File: src/rtl/core/es2cal_pkg.sv
// ----------------------------------------------------------------------------
// es2cal_pkg
// Shared types, constants and helper functions for the epoch-seconds to
// calendar decoder: datapath operations, divisor codes and month lengths.
// ----------------------------------------------------------------------------
package es2cal_pkg;

   // Calendar origin: Thursday, 1 January 1970
   localparam logic [11:0] EPOCH_YEAR        = 12'd1970;
   localparam logic [2:0]  EPOCH_WEEKDAY     = 3'd4;
   // Only century year in range that is not a leap year
   localparam logic [11:0] NON_LEAP_CENTURY  = 12'd2100;
   localparam logic [3:0]  LAST_MONTH        = 4'd11;
   localparam logic [3:0]  DAYS_PER_WEEK     = 4'd7;

   // Reciprocals for divide by multiply and shift:
   //   x / 60 = ((x >> 2) * RECIP_15) >> 35
   //   x / 24 = ((x >> 3) * RECIP_3)  >> 33
   localparam logic [31:0] RECIP_15          = 32'h8888_8889;
   localparam logic [31:0] RECIP_3           = 32'hAAAA_AAAB;

   // Divisor selection for the shared reciprocal multiplier
   typedef enum logic {
      DIV_BY_60,
      DIV_BY_24
   } div_sel_type;

   // Datapath operations
   typedef enum logic [3:0] {
      OP_NONE,
      OP_LOAD,
      OP_MUL,
      OP_SEC_END,
      OP_MIN_END,
      OP_HOUR_END,
      OP_YEAR,
      OP_WDAY,
      OP_MONTH
   } op_type;

   typedef struct packed {
      op_type      op;
      div_sel_type dsel;
      logic        publish;
   } dp_cmd_type;

   typedef struct packed {
      logic year_done;
      logic month_done;
   } dp_status_type;

   // Length of a zero-based month, February lengthened in leap years
   function automatic logic [4:0] month_len(input logic [3:0] month, input logic leap);
      logic [4:0] len;
      case (month) inside
         4'd1:                    len = leap ? 5'd29 : 5'd28;
         4'd3, 4'd5, 4'd8, 4'd10: len = 5'd30;
         default:                 len = 5'd31;
      endcase
      return len;
   endfunction

endpackage

File: src/rtl/core/es2cal_if.sv
// ----------------------------------------------------------------------------
// es2cal_if
// Valid/ready channels of the calendar decoder: the request channel carries
// a seconds count, the response channel the decoded calendar fields.
// ----------------------------------------------------------------------------
interface es2cal_req_if;
   logic        valid;
   logic        ready;
   logic [31:0] epoch_seconds;

   modport source (output valid, output epoch_seconds, input ready);
   modport sink   (input valid, input epoch_seconds, output ready);
endinterface

interface es2cal_rsp_if;
   logic        valid;
   logic        ready;
   logic [5:0]  second;
   logic [5:0]  minute;
   logic [4:0]  hour;
   logic [4:0]  day_of_month;
   logic [3:0]  month_number;
   logic [11:0] year_number;
   logic [2:0]  weekday;
   logic [8:0]  day_of_year;

   modport source (output valid, output second, output minute, output hour,
                   output day_of_month, output month_number, output year_number,
                   output weekday, output day_of_year, input ready);
   modport sink   (input valid, input second, input minute, input hour,
                   input day_of_month, input month_number, input year_number,
                   input weekday, input day_of_year, output ready);
endinterface

File: src/rtl/core/es2cal_dp.sv
// ----------------------------------------------------------------------------
// es2cal_dp
// Datapath: a shared reciprocal multiplier for division by 60 or 24, the year
// and month subtract loops, and the registered result fields.
// ----------------------------------------------------------------------------
module es2cal_dp
   import es2cal_pkg::*;
(
   input  logic          clock,
   input  logic [31:0]   epoch_seconds,
   input  dp_cmd_type    cmd,
   output dp_status_type status,
   output logic [5:0]    second,
   output logic [5:0]    minute,
   output logic [4:0]    hour,
   output logic [4:0]    day_of_month,
   output logic [3:0]    month_number,
   output logic [11:0]   year_number,
   output logic [2:0]    weekday,
   output logic [8:0]    day_of_year
);

   // Working registers
   logic [31:0] num_ff, num_in;
   logic [30:0] prod_ff, prod_in;
   logic [5:0]  sec_ff, sec_in;
   logic [5:0]  min_ff, min_in;
   logic [4:0]  hour_ff, hour_in;
   logic [15:0] days_ff, days_in;
   logic [11:0] year_ff, year_in;
   logic [2:0]  wday_ff, wday_in;
   logic [8:0]  yday_ff, yday_in;
   logic [3:0]  month_ff, month_in;

   // Result registers
   logic [5:0]  out_sec_ff;
   logic [5:0]  out_min_ff;
   logic [4:0]  out_hour_ff;
   logic [4:0]  out_mday_ff;
   logic [3:0]  out_month_ff;
   logic [11:0] out_year_ff;
   logic [2:0]  out_wday_ff;
   logic [8:0]  out_yday_ff;

   logic [31:0] mul_a;
   logic [31:0] mul_b;
   logic [63:0] mul_prod;
   logic [31:0] quo;
   logic [31:0] quo_scaled;
   logic [31:0] rem_full;
   logic        leap;
   logic [8:0]  ylen;
   logic [4:0]  mlen;
   logic [3:0]  wsum;
   logic [2:0]  wday_next;
   logic [8:0]  wday_total;
   logic [4:0]  wday_fold;
   logic [3:0]  wday_fold2;
   logic [2:0]  wday_mod;

   // Multiply the dividend, stripped of its power-of-two factor, by the reciprocal
   always_comb begin
      if (cmd.dsel == DIV_BY_24) begin
         mul_a = {3'd0, num_ff[31:3]};
         mul_b = RECIP_3;
      end else begin
         mul_a = {2'd0, num_ff[31:2]};
         mul_b = RECIP_15;
      end
      mul_prod = {32'd0, mul_a} * {32'd0, mul_b};
   end

   // Take the quotient from the registered product; remainder by back-multiply
   always_comb begin
      if (cmd.dsel == DIV_BY_24) begin
         quo        = {1'b0, prod_ff};
         quo_scaled = {quo[27:0], 4'd0} + {quo[28:0], 3'd0};
      end else begin
         quo        = {3'd0, prod_ff[30:2]};
         quo_scaled = {quo[25:0], 6'd0} - {quo[29:0], 2'd0};
      end
      rem_full = num_ff - quo_scaled;
   end

   // Leap rule over 1970..2106: multiple of four, except 2100
   always_comb begin
      leap = (year_ff[1:0] == 2'b00) && (year_ff != NON_LEAP_CENTURY);
      ylen = leap ? 9'd366 : 9'd365;
      mlen = month_len(month_ff, leap);
      wsum = {1'b0, wday_ff} + (leap ? 4'd2 : 4'd1);
      wday_next  = (wsum >= DAYS_PER_WEEK) ? 3'(wsum - DAYS_PER_WEEK) : wsum[2:0];
   end

   // Weekday sum modulo seven: fold octal digits, since eight is one mod seven
   always_comb begin
      wday_total = {6'd0, wday_ff} + days_ff[8:0];
      wday_fold  = {2'd0, wday_total[2:0]} + {2'd0, wday_total[5:3]}
                 + {2'd0, wday_total[8:6]};
      wday_fold2 = {1'b0, wday_fold[2:0]} + {2'd0, wday_fold[4:3]};
      wday_mod   = (wday_fold2 >= DAYS_PER_WEEK) ? 3'(wday_fold2 - DAYS_PER_WEEK)
                                                 : wday_fold2[2:0];
   end

   always_comb begin
      status.year_done  = (days_ff < {7'd0, ylen});
      status.month_done = (days_ff < {11'd0, mlen}) || (month_ff == LAST_MONTH);
   end

   // Next-state of the working registers
   always_comb begin
      num_in   = num_ff;
      prod_in  = prod_ff;
      sec_in   = sec_ff;
      min_in   = min_ff;
      hour_in  = hour_ff;
      days_in  = days_ff;
      year_in  = year_ff;
      wday_in  = wday_ff;
      yday_in  = yday_ff;
      month_in = month_ff;
      case (cmd.op)
         OP_LOAD: begin
            num_in = epoch_seconds;
         end
         OP_MUL: begin
            prod_in = mul_prod[63:33];
         end
         OP_SEC_END: begin
            // Minutes go on to the next division
            sec_in = rem_full[5:0];
            num_in = quo;
         end
         OP_MIN_END: begin
            // Hours go on to the next division
            min_in = rem_full[5:0];
            num_in = quo;
         end
         OP_HOUR_END: begin
            hour_in = rem_full[4:0];
            days_in = quo[15:0];
            year_in = EPOCH_YEAR;
            wday_in = EPOCH_WEEKDAY;
         end
         OP_YEAR: begin
            days_in = days_ff - {7'd0, ylen};
            wday_in = wday_next;
            year_in = year_ff + 12'd1;
         end
         OP_WDAY: begin
            yday_in  = days_ff[8:0];
            wday_in  = wday_mod;
            month_in = 4'd0;
         end
         OP_MONTH: begin
            days_in  = days_ff - {11'd0, mlen};
            month_in = month_ff + 4'd1;
         end
         default: begin
         end
      endcase
   end

   always_ff @(posedge clock) begin
      num_ff   <= num_in;
      prod_ff  <= prod_in;
      sec_ff   <= sec_in;
      min_ff   <= min_in;
      hour_ff  <= hour_in;
      days_ff  <= days_in;
      year_ff  <= year_in;
      wday_ff  <= wday_in;
      yday_ff  <= yday_in;
      month_ff <= month_in;
   end

   // Capture the finished item into the result register
   always_ff @(posedge clock) begin
      if (cmd.publish) begin
         out_sec_ff   <= sec_ff;
         out_min_ff   <= min_ff;
         out_hour_ff  <= hour_ff;
         out_mday_ff  <= days_ff[4:0] + 5'd1;
         out_month_ff <= month_ff + 4'd1;
         out_year_ff  <= year_ff;
         out_wday_ff  <= wday_ff;
         out_yday_ff  <= yday_ff;
      end
   end

   assign second       = out_sec_ff;
   assign minute       = out_min_ff;
   assign hour         = out_hour_ff;
   assign day_of_month = out_mday_ff;
   assign month_number = out_month_ff;
   assign year_number  = out_year_ff;
   assign weekday      = out_wday_ff;
   assign day_of_year  = out_yday_ff;

endmodule

File: src/rtl/core/es2cal_ctrl.sv
// ----------------------------------------------------------------------------
// es2cal_ctrl
// Controller: sequences the three time divisions, the year walk, the weekday
// reduction and the month walk, and hands the item to the response register.
// ----------------------------------------------------------------------------
module es2cal_ctrl
   import es2cal_pkg::*;
(
   input  logic          clock,
   input  logic          reset,
   input  logic          req_valid,
   output logic          req_ready,
   output logic          rsp_valid,
   input  logic          rsp_ready,
   input  dp_status_type status,
   output dp_cmd_type    cmd
);

   typedef enum logic [6:0] {
      ST_IDLE  = 7'b000_0001,
      ST_SEC   = 7'b000_0010,
      ST_MIN   = 7'b000_0100,
      ST_HOUR  = 7'b000_1000,
      ST_YEAR  = 7'b001_0000,
      ST_MONTH = 7'b010_0000,
      ST_DONE  = 7'b100_0000
   } state_type;

   state_type  state_ff, state_in;
   logic       phase_ff, phase_in;
   logic       rsp_valid_ff, rsp_valid_in;

   always_comb begin
      state_in    = state_ff;
      phase_in    = phase_ff;
      cmd.op      = OP_NONE;
      cmd.dsel    = DIV_BY_60;
      cmd.publish = 1'b0;
      case (state_ff)
         ST_IDLE: begin
            // Take a new item
            if (req_valid) begin
               cmd.op   = OP_LOAD;
               phase_in = 1'b0;
               state_in = ST_SEC;
            end
         end
         ST_SEC: begin
            // Multiply, then split off the second
            cmd.dsel = DIV_BY_60;
            if (phase_ff) begin
               cmd.op   = OP_SEC_END;
               phase_in = 1'b0;
               state_in = ST_MIN;
            end else begin
               cmd.op   = OP_MUL;
               phase_in = 1'b1;
            end
         end
         ST_MIN: begin
            // Multiply, then split off the minute
            cmd.dsel = DIV_BY_60;
            if (phase_ff) begin
               cmd.op   = OP_MIN_END;
               phase_in = 1'b0;
               state_in = ST_HOUR;
            end else begin
               cmd.op   = OP_MUL;
               phase_in = 1'b1;
            end
         end
         ST_HOUR: begin
            // Multiply, then split off the hour
            cmd.dsel = DIV_BY_24;
            if (phase_ff) begin
               cmd.op   = OP_HOUR_END;
               phase_in = 1'b0;
               state_in = ST_YEAR;
            end else begin
               cmd.op   = OP_MUL;
               phase_in = 1'b1;
            end
         end
         ST_YEAR: begin
            // Strip one whole year per cycle, then reduce the weekday
            if (status.year_done) begin
               cmd.op   = OP_WDAY;
               state_in = ST_MONTH;
            end else begin
               cmd.op = OP_YEAR;
            end
         end
         ST_MONTH: begin
            // Strip one whole month per cycle
            if (status.month_done) begin
               state_in = ST_DONE;
            end else begin
               cmd.op = OP_MONTH;
            end
         end
         ST_DONE: begin
            // Hold until the response register is free
            if (!rsp_valid_ff || rsp_ready) begin
               cmd.publish = 1'b1;
               state_in    = ST_IDLE;
            end
         end
         default: begin
            state_in = ST_IDLE;
         end
      endcase
   end

   // Response valid: set on publish, drop when taken
   always_comb begin
      rsp_valid_in = rsp_valid_ff;
      if (rsp_valid_ff && rsp_ready) begin
         rsp_valid_in = 1'b0;
      end
      if (cmd.publish) begin
         rsp_valid_in = 1'b1;
      end
   end

   always_ff @(posedge clock) begin
      if (reset) begin
         state_ff     <= ST_IDLE;
         phase_ff     <= 1'b0;
         rsp_valid_ff <= 1'b0;
      end else begin
         state_ff     <= state_in;
         phase_ff     <= phase_in;
         rsp_valid_ff <= rsp_valid_in;
      end
   end

   assign req_ready = (state_ff == ST_IDLE);
   assign rsp_valid = rsp_valid_ff;

endmodule

File: src/rtl/core/epoch_seconds_to_calendar_unit.sv
// ----------------------------------------------------------------------------
// epoch_seconds_to_calendar_unit
// Decodes a 32-bit count of seconds since 1970-01-01 00:00:00 into second,
// minute, hour, day of month, month, year, weekday and day of year.
//
// Usage:
//   req_chan  valid/ready sink, one seconds count per item.
//   rsp_chan  valid/ready source, one calendar item per request item.
//   An item moves on a rising clock edge with valid and ready both high.
// Sequence: load the item; divide by 60, 60 and 24, each a multiply on a
//   shared reciprocal multiplier and then a split of quotient and
//   remainder; walk the years, one per cycle, then reduce the weekday;
//   walk the months, one per cycle; then publish the result.
// Throughput: one item at a time; req_chan.ready is high only while idle,
//   and the next item can be taken in the cycle after a result is published.
// Stall: a result waits in the response register while rsp_chan.ready is
//   low; the unit still takes and decodes the next item, then holds it
//   until the register frees.
// Reset: synchronous, active high; returns to idle with no response valid.
// ----------------------------------------------------------------------------
module epoch_seconds_to_calendar_unit
   import es2cal_pkg::*;
(
   input logic          clock,
   input logic          reset,
   es2cal_req_if.sink   req_chan,
   es2cal_rsp_if.source rsp_chan
);

   dp_cmd_type    dp_cmd;
   dp_status_type dp_status;

   es2cal_ctrl u_ctrl (
      .clock     (clock),
      .reset     (reset),
      .req_valid (req_chan.valid),
      .req_ready (req_chan.ready),
      .rsp_valid (rsp_chan.valid),
      .rsp_ready (rsp_chan.ready),
      .status    (dp_status),
      .cmd       (dp_cmd)
   );

   es2cal_dp u_dp (
      .clock         (clock),
      .epoch_seconds (req_chan.epoch_seconds),
      .cmd           (dp_cmd),
      .status        (dp_status),
      .second        (rsp_chan.second),
      .minute        (rsp_chan.minute),
      .hour          (rsp_chan.hour),
      .day_of_month  (rsp_chan.day_of_month),
      .month_number  (rsp_chan.month_number),
      .year_number   (rsp_chan.year_number),
      .weekday       (rsp_chan.weekday),
      .day_of_year   (rsp_chan.day_of_year)
   );

endmodule

File: src/flat_wrapper.sv
// flat-port wrapper written by rule: the top's interface ports become plain ports
module epoch_seconds_to_calendar_unit_flat import es2cal_pkg::*;
  (clock, reset, req_chan_valid, req_chan_epoch_seconds, req_chan_ready, rsp_chan_valid, rsp_chan_second, rsp_chan_minute, rsp_chan_hour, rsp_chan_day_of_month, rsp_chan_month_number, rsp_chan_year_number, rsp_chan_weekday, rsp_chan_day_of_year, rsp_chan_ready);
  es2cal_req_if req_chan_i ();
  es2cal_rsp_if rsp_chan_i ();
  input logic clock;
  input logic reset;
  input wire logic [$bits(req_chan_i.valid)-1:0] req_chan_valid;
  input wire logic [$bits(req_chan_i.epoch_seconds)-1:0] req_chan_epoch_seconds;
  output wire logic [$bits(req_chan_i.ready)-1:0] req_chan_ready;
  output wire logic [$bits(rsp_chan_i.valid)-1:0] rsp_chan_valid;
  output wire logic [$bits(rsp_chan_i.second)-1:0] rsp_chan_second;
  output wire logic [$bits(rsp_chan_i.minute)-1:0] rsp_chan_minute;
  output wire logic [$bits(rsp_chan_i.hour)-1:0] rsp_chan_hour;
  output wire logic [$bits(rsp_chan_i.day_of_month)-1:0] rsp_chan_day_of_month;
  output wire logic [$bits(rsp_chan_i.month_number)-1:0] rsp_chan_month_number;
  output wire logic [$bits(rsp_chan_i.year_number)-1:0] rsp_chan_year_number;
  output wire logic [$bits(rsp_chan_i.weekday)-1:0] rsp_chan_weekday;
  output wire logic [$bits(rsp_chan_i.day_of_year)-1:0] rsp_chan_day_of_year;
  input wire logic [$bits(rsp_chan_i.ready)-1:0] rsp_chan_ready;
  assign req_chan_i.valid = req_chan_valid;
  assign req_chan_i.epoch_seconds = req_chan_epoch_seconds;
  assign req_chan_ready = req_chan_i.ready;
  assign rsp_chan_valid = rsp_chan_i.valid;
  assign rsp_chan_second = rsp_chan_i.second;
  assign rsp_chan_minute = rsp_chan_i.minute;
  assign rsp_chan_hour = rsp_chan_i.hour;
  assign rsp_chan_day_of_month = rsp_chan_i.day_of_month;
  assign rsp_chan_month_number = rsp_chan_i.month_number;
  assign rsp_chan_year_number = rsp_chan_i.year_number;
  assign rsp_chan_weekday = rsp_chan_i.weekday;
  assign rsp_chan_day_of_year = rsp_chan_i.day_of_year;
  assign rsp_chan_i.ready = rsp_chan_ready;
  epoch_seconds_to_calendar_unit u_core (.clock(clock), .reset(reset), .req_chan(req_chan_i), .rsp_chan(rsp_chan_i));
endmodule
File: config.mk
export PLATFORM = sky130hd
export DESIGN_NAME = epoch_seconds_to_calendar_unit_flat
export DESIGN_NICKNAME = d
export VERILOG_FILES = /design/src/rtl/core/es2cal_pkg.sv /design/src/rtl/core/es2cal_if.sv /design/src/rtl/core/es2cal_dp.sv /design/src/rtl/core/es2cal_ctrl.sv /design/src/rtl/core/epoch_seconds_to_calendar_unit.sv /design/src/flat_wrapper.sv
export SDC_FILE = /design/constraint.sdc
export NUM_CORES = 1
export LEC_CHECK = 0
export ABC_AREA = 1
export BUFFER_PORTS_ARGS = -buffer_cell sky130_fd_sc_hd__buf_2
export CELL_PAD_IN_SITES_DETAIL_PLACEMENT = 1
export CELL_PAD_IN_SITES_GLOBAL_PLACEMENT = 1
export CORE_UTILIZATION = 40
export CTS_CLUSTER_DIAMETER = 100
export DETAILED_ROUTE_END_ITERATION = 10
export PLACE_DENSITY_LB_ADDON = 0.3
export SLEW_MARGIN = 20
export SYNTH_ARGS = -nofsm -noshare
export SYNTH_HDL_FRONTEND = slang
export SYNTH_HIERARCHICAL = 1
export SYNTH_SLANG_ARGS = --single-unit
File: constraint.sdc
create_clock -name clock -period 10.37 [get_ports clock]
set_input_delay 1.5555 -clock clock [delete_from_list [all_inputs] [get_ports clock]]
set_output_delay 1.5555 -clock clock [all_outputs]
set_load 0.03 [all_outputs]
==> impl_metrics.json <==
{
  "outcome": "finished clean",
  "pre_cts_ws_ps": 2240,
  "synthTopCellsByCount": "inv_1, nand2_1, ha_1, fa_1, nor2_1",
  "postPlaceCellArea_um2": 24700,
  "drc": 0,
  "worstHoldStart": "u_core/u_dp/min_ff[1]",
  "cts_max_path_buffers": 2,
  "min_to": "u_core/u_dp/minute[1]",
  "dp_cells": 3590,
  "final_hold_viol_count": 0,
  "core_um2": 57700,
  "synth.area.top_cells": "fa_1, edfxtp_1, ha_1",
  "synth_edf_count": 172,
  "async_flop_share_pct": 0,
  "ys_ff_latch": 181,
  "timing.rr.start": "u_core/u_ctrl/state_ff[6]",
  "cpPeakStageDelay_ps": 640,
  "clock_sinks": 181,
  "timing.final.crit_share_pct": 78.3,
  "dp_hpwl_um": 69900,
  "rrSetupSlack_ps": 2250,
  "grt_pass1_vias": 20500,
  "grt_antenna_before_repair": 2,
  "clock_latency_ps": 510,
  "synthesis.area_um2": 23400,
  "slowest_stage": "fa_1",
  "slew_violations": 0,
  "vias": 18600,
  "crit_path_max_fanout": 25,
  "ys_types": 49,
  "cts_tree": "yes",
  "wirelength_um": 78800,
  "synthCells": 2757,
  "grt_max_degree": 52,
  "seq_area_frac_synth_pct": 22.9,
  "worst_pin_slew_ps": 899,
  "cts_setup_buffers": 0,
  "yosysWarningCount": 6,
  "cts-htree-levels": 4,
  "min_path_cells": 0,
  "ios": 88,
  "num-nets-final": 3465,
  "die_x_um": 244,
  "cp.arrival_ps": 8300,
  "die_h_um": 244,
  "drive_gt1_share_pct": 6.76,
  "end_kind": "register",
  "postCtsHoldBufs": 0,
  "timing.slew.headroom_pct": 39.6,
  "wl_per_cell_um": 21.8,
  "place.gp.congestion": 0.976,
  "grt_overflow_total": 0,
  "max_cap_violations": 0,
  "min_path_type": "reg2reg",
  "tns_ps": 0,
  "synth_ff_type": "edfxtp_1",
  "synth_most_common_cell": "inv_1",
  "rows": 88,
  "timing.rr.end": "u_core/u_dp/prod_ff[1]",
  "grt_pass1_wl_um": 122000,
  "fin_worst_skew_ps": 45.1,
  "cts_made_buffers": 17,
  "area_growth_pct": 8.22,
  "cts_repair_resize_count": 0,
  "yosysTopAreaCell": "fa_1",
  "cp-start-kind": "register",
  "yosys.area.top_type_share_pct": 22.1,
  "avgSynthCellArea_um2": 8.47,
  "period_needed_ps": 8120,
  "fillerInstances": 6962,
  "dr.pass1.iters": 5,
  "ant_nets": 0,
  "port_buffers": 87,
  "die_area_um2": 59400,
  "worstPathRequired_ps": 10550,
  "fmax_mhz": 123,
  "stdcell_count": 3623,
  "worstSetupPathType": "reg2reg",
  "rr_worst_depth": 29,
  "start_util_pct": 40.5,
  "final.setup.worst_slack_ps": 2250,
  "rsz0062_at_grt": "false",
  "drt_iter0_drc": 900,
  "final_area_um2": 25300,
  "grt_use_total_pct": 27.5,
  "routed_via_density": 5.13,
  "root_buffer": "clkbuf_16",
  "setup_viol": 0,
  "clkTransAtPathRegs_ps": 90
}
-- metal layers --
metal	track usage [%]	part of all wire (%)
met1	34.9	43
met2	48.4	51
met3	2.76	2.8
met4	9.74	3.5
met5	0	0
-- area by class of cell --
| cell class | count | area, µm² | share of cell area, % |
|---|---|---|---|
| Tap cell | 765 | 957 | 3.79 |
| Inverter | 678 | 2550 | 10.1 |
| Antenna cell | 1 | 2.50 | 0.00990 |
| Clock buffer | 18 | 429 | 1.70 |
| Sequential cell | 181 | 5350 | 21.1 |
| Timing Repair Buffer | 97 | 510 | 2.02 |
| Multi-Input combinational cell | 1869 | 15300 | 60.6 |
| Clock inverter | 14 | 161 | 0.639 |
-- kinds of logic (layout without fill, tap and decap cells) --
family	count (synthesis)	in the layout	share of synthesized area (%)
and+or+nand+nor	969	969	17.5
buffers and inverters	708	807	11.7
adders and majority gates	585	585	39.6
AOI/OAI and AO/OA	272	272	6.75
DFF	181	181	22.9
xor gates and xnor gates	34	34	1.27
muxes	6	6	0.289
other	2	4	0.0322
-- worst max-delay path, delay by kind of cell, from the launching register on --
kind | cells | cell delay (ps)
adder cells (fa/ha/maj) | 9 | 4480
buffers and inverters | 9 | 1300
flip-flops | 1 | 420
AND/OR/NAND/NOR | 11 | 1600
-- worst max-delay path by stage --
stage | from | end | slack [ps]
floorplan | u_core/u_ctrl/state_ff[0] | u_core/u_dp/prod_ff[25] | 3050
global placement | u_core/u_ctrl/state_ff[6] | u_core/u_dp/prod_ff[28] | 2340
detailed placement | u_core/u_ctrl/state_ff[6] | u_core/u_dp/prod_ff[1] | 2240
CTS | u_core/u_ctrl/state_ff[6] | u_core/u_dp/prod_ff[1] | 2210
global route | u_core/u_ctrl/state_ff[6] | u_core/u_dp/prod_ff[1] | 1860
finish | u_core/u_ctrl/state_ff[6] | u_core/u_dp/prod_ff[1] | 2250
-- sequential cells by signal (all words and copies together) (netlist names), 5 cells and up --
register,count
u_core/u_dp/num_ff,32
u_core/u_dp/prod_ff,29
u_core/u_dp/days_ff,16
u_core/u_dp/year_ff,12
u_core/u_dp/year_number,12
u_core/u_dp/day_of_year,9
u_core/u_dp/yday_ff,9
u_core/u_ctrl/state_ff,7
u_core/u_dp/min_ff,6
u_core/u_dp/minute,6
u_core/u_dp/sec_ff,6
u_core/u_dp/second,6
u_core/u_dp/day_of_month,5
u_core/u_dp/hour,5
u_core/u_dp/hour_ff,5
-- cell usage in the layout (no fill, tap or decap), drive strengths merged, types with 4 or more instances in the layout --
cell type,count
nor3,27
a31oi,22
a21o,4
nand4,17
mux2,6
nand2,547
nor2,225
clkinv,7
clkbuf,18
o21ai,107
xnor2,6
or2,8
o21bai,11
nand3b,5
fa,258
o21a,4
ha,327
inv,682
buf,97
xor2,28
edfxtp,172
nand3,130
nor4,6
a21oi,112
a21boi,4
dfxtp,9
-- through the flow --
step / hold WS, ps / util [%]
global placement: 403 / 42.8
global route: 422 / 43.8
CTS: 420 / 43.8
detailed placement: 406 / 42.8
floorplan: 400 / -
finish: 418 / 43.8
Power is not shown: default switching activity piles up to over one toggle a cycle in this logic, so the estimate is an artifact.
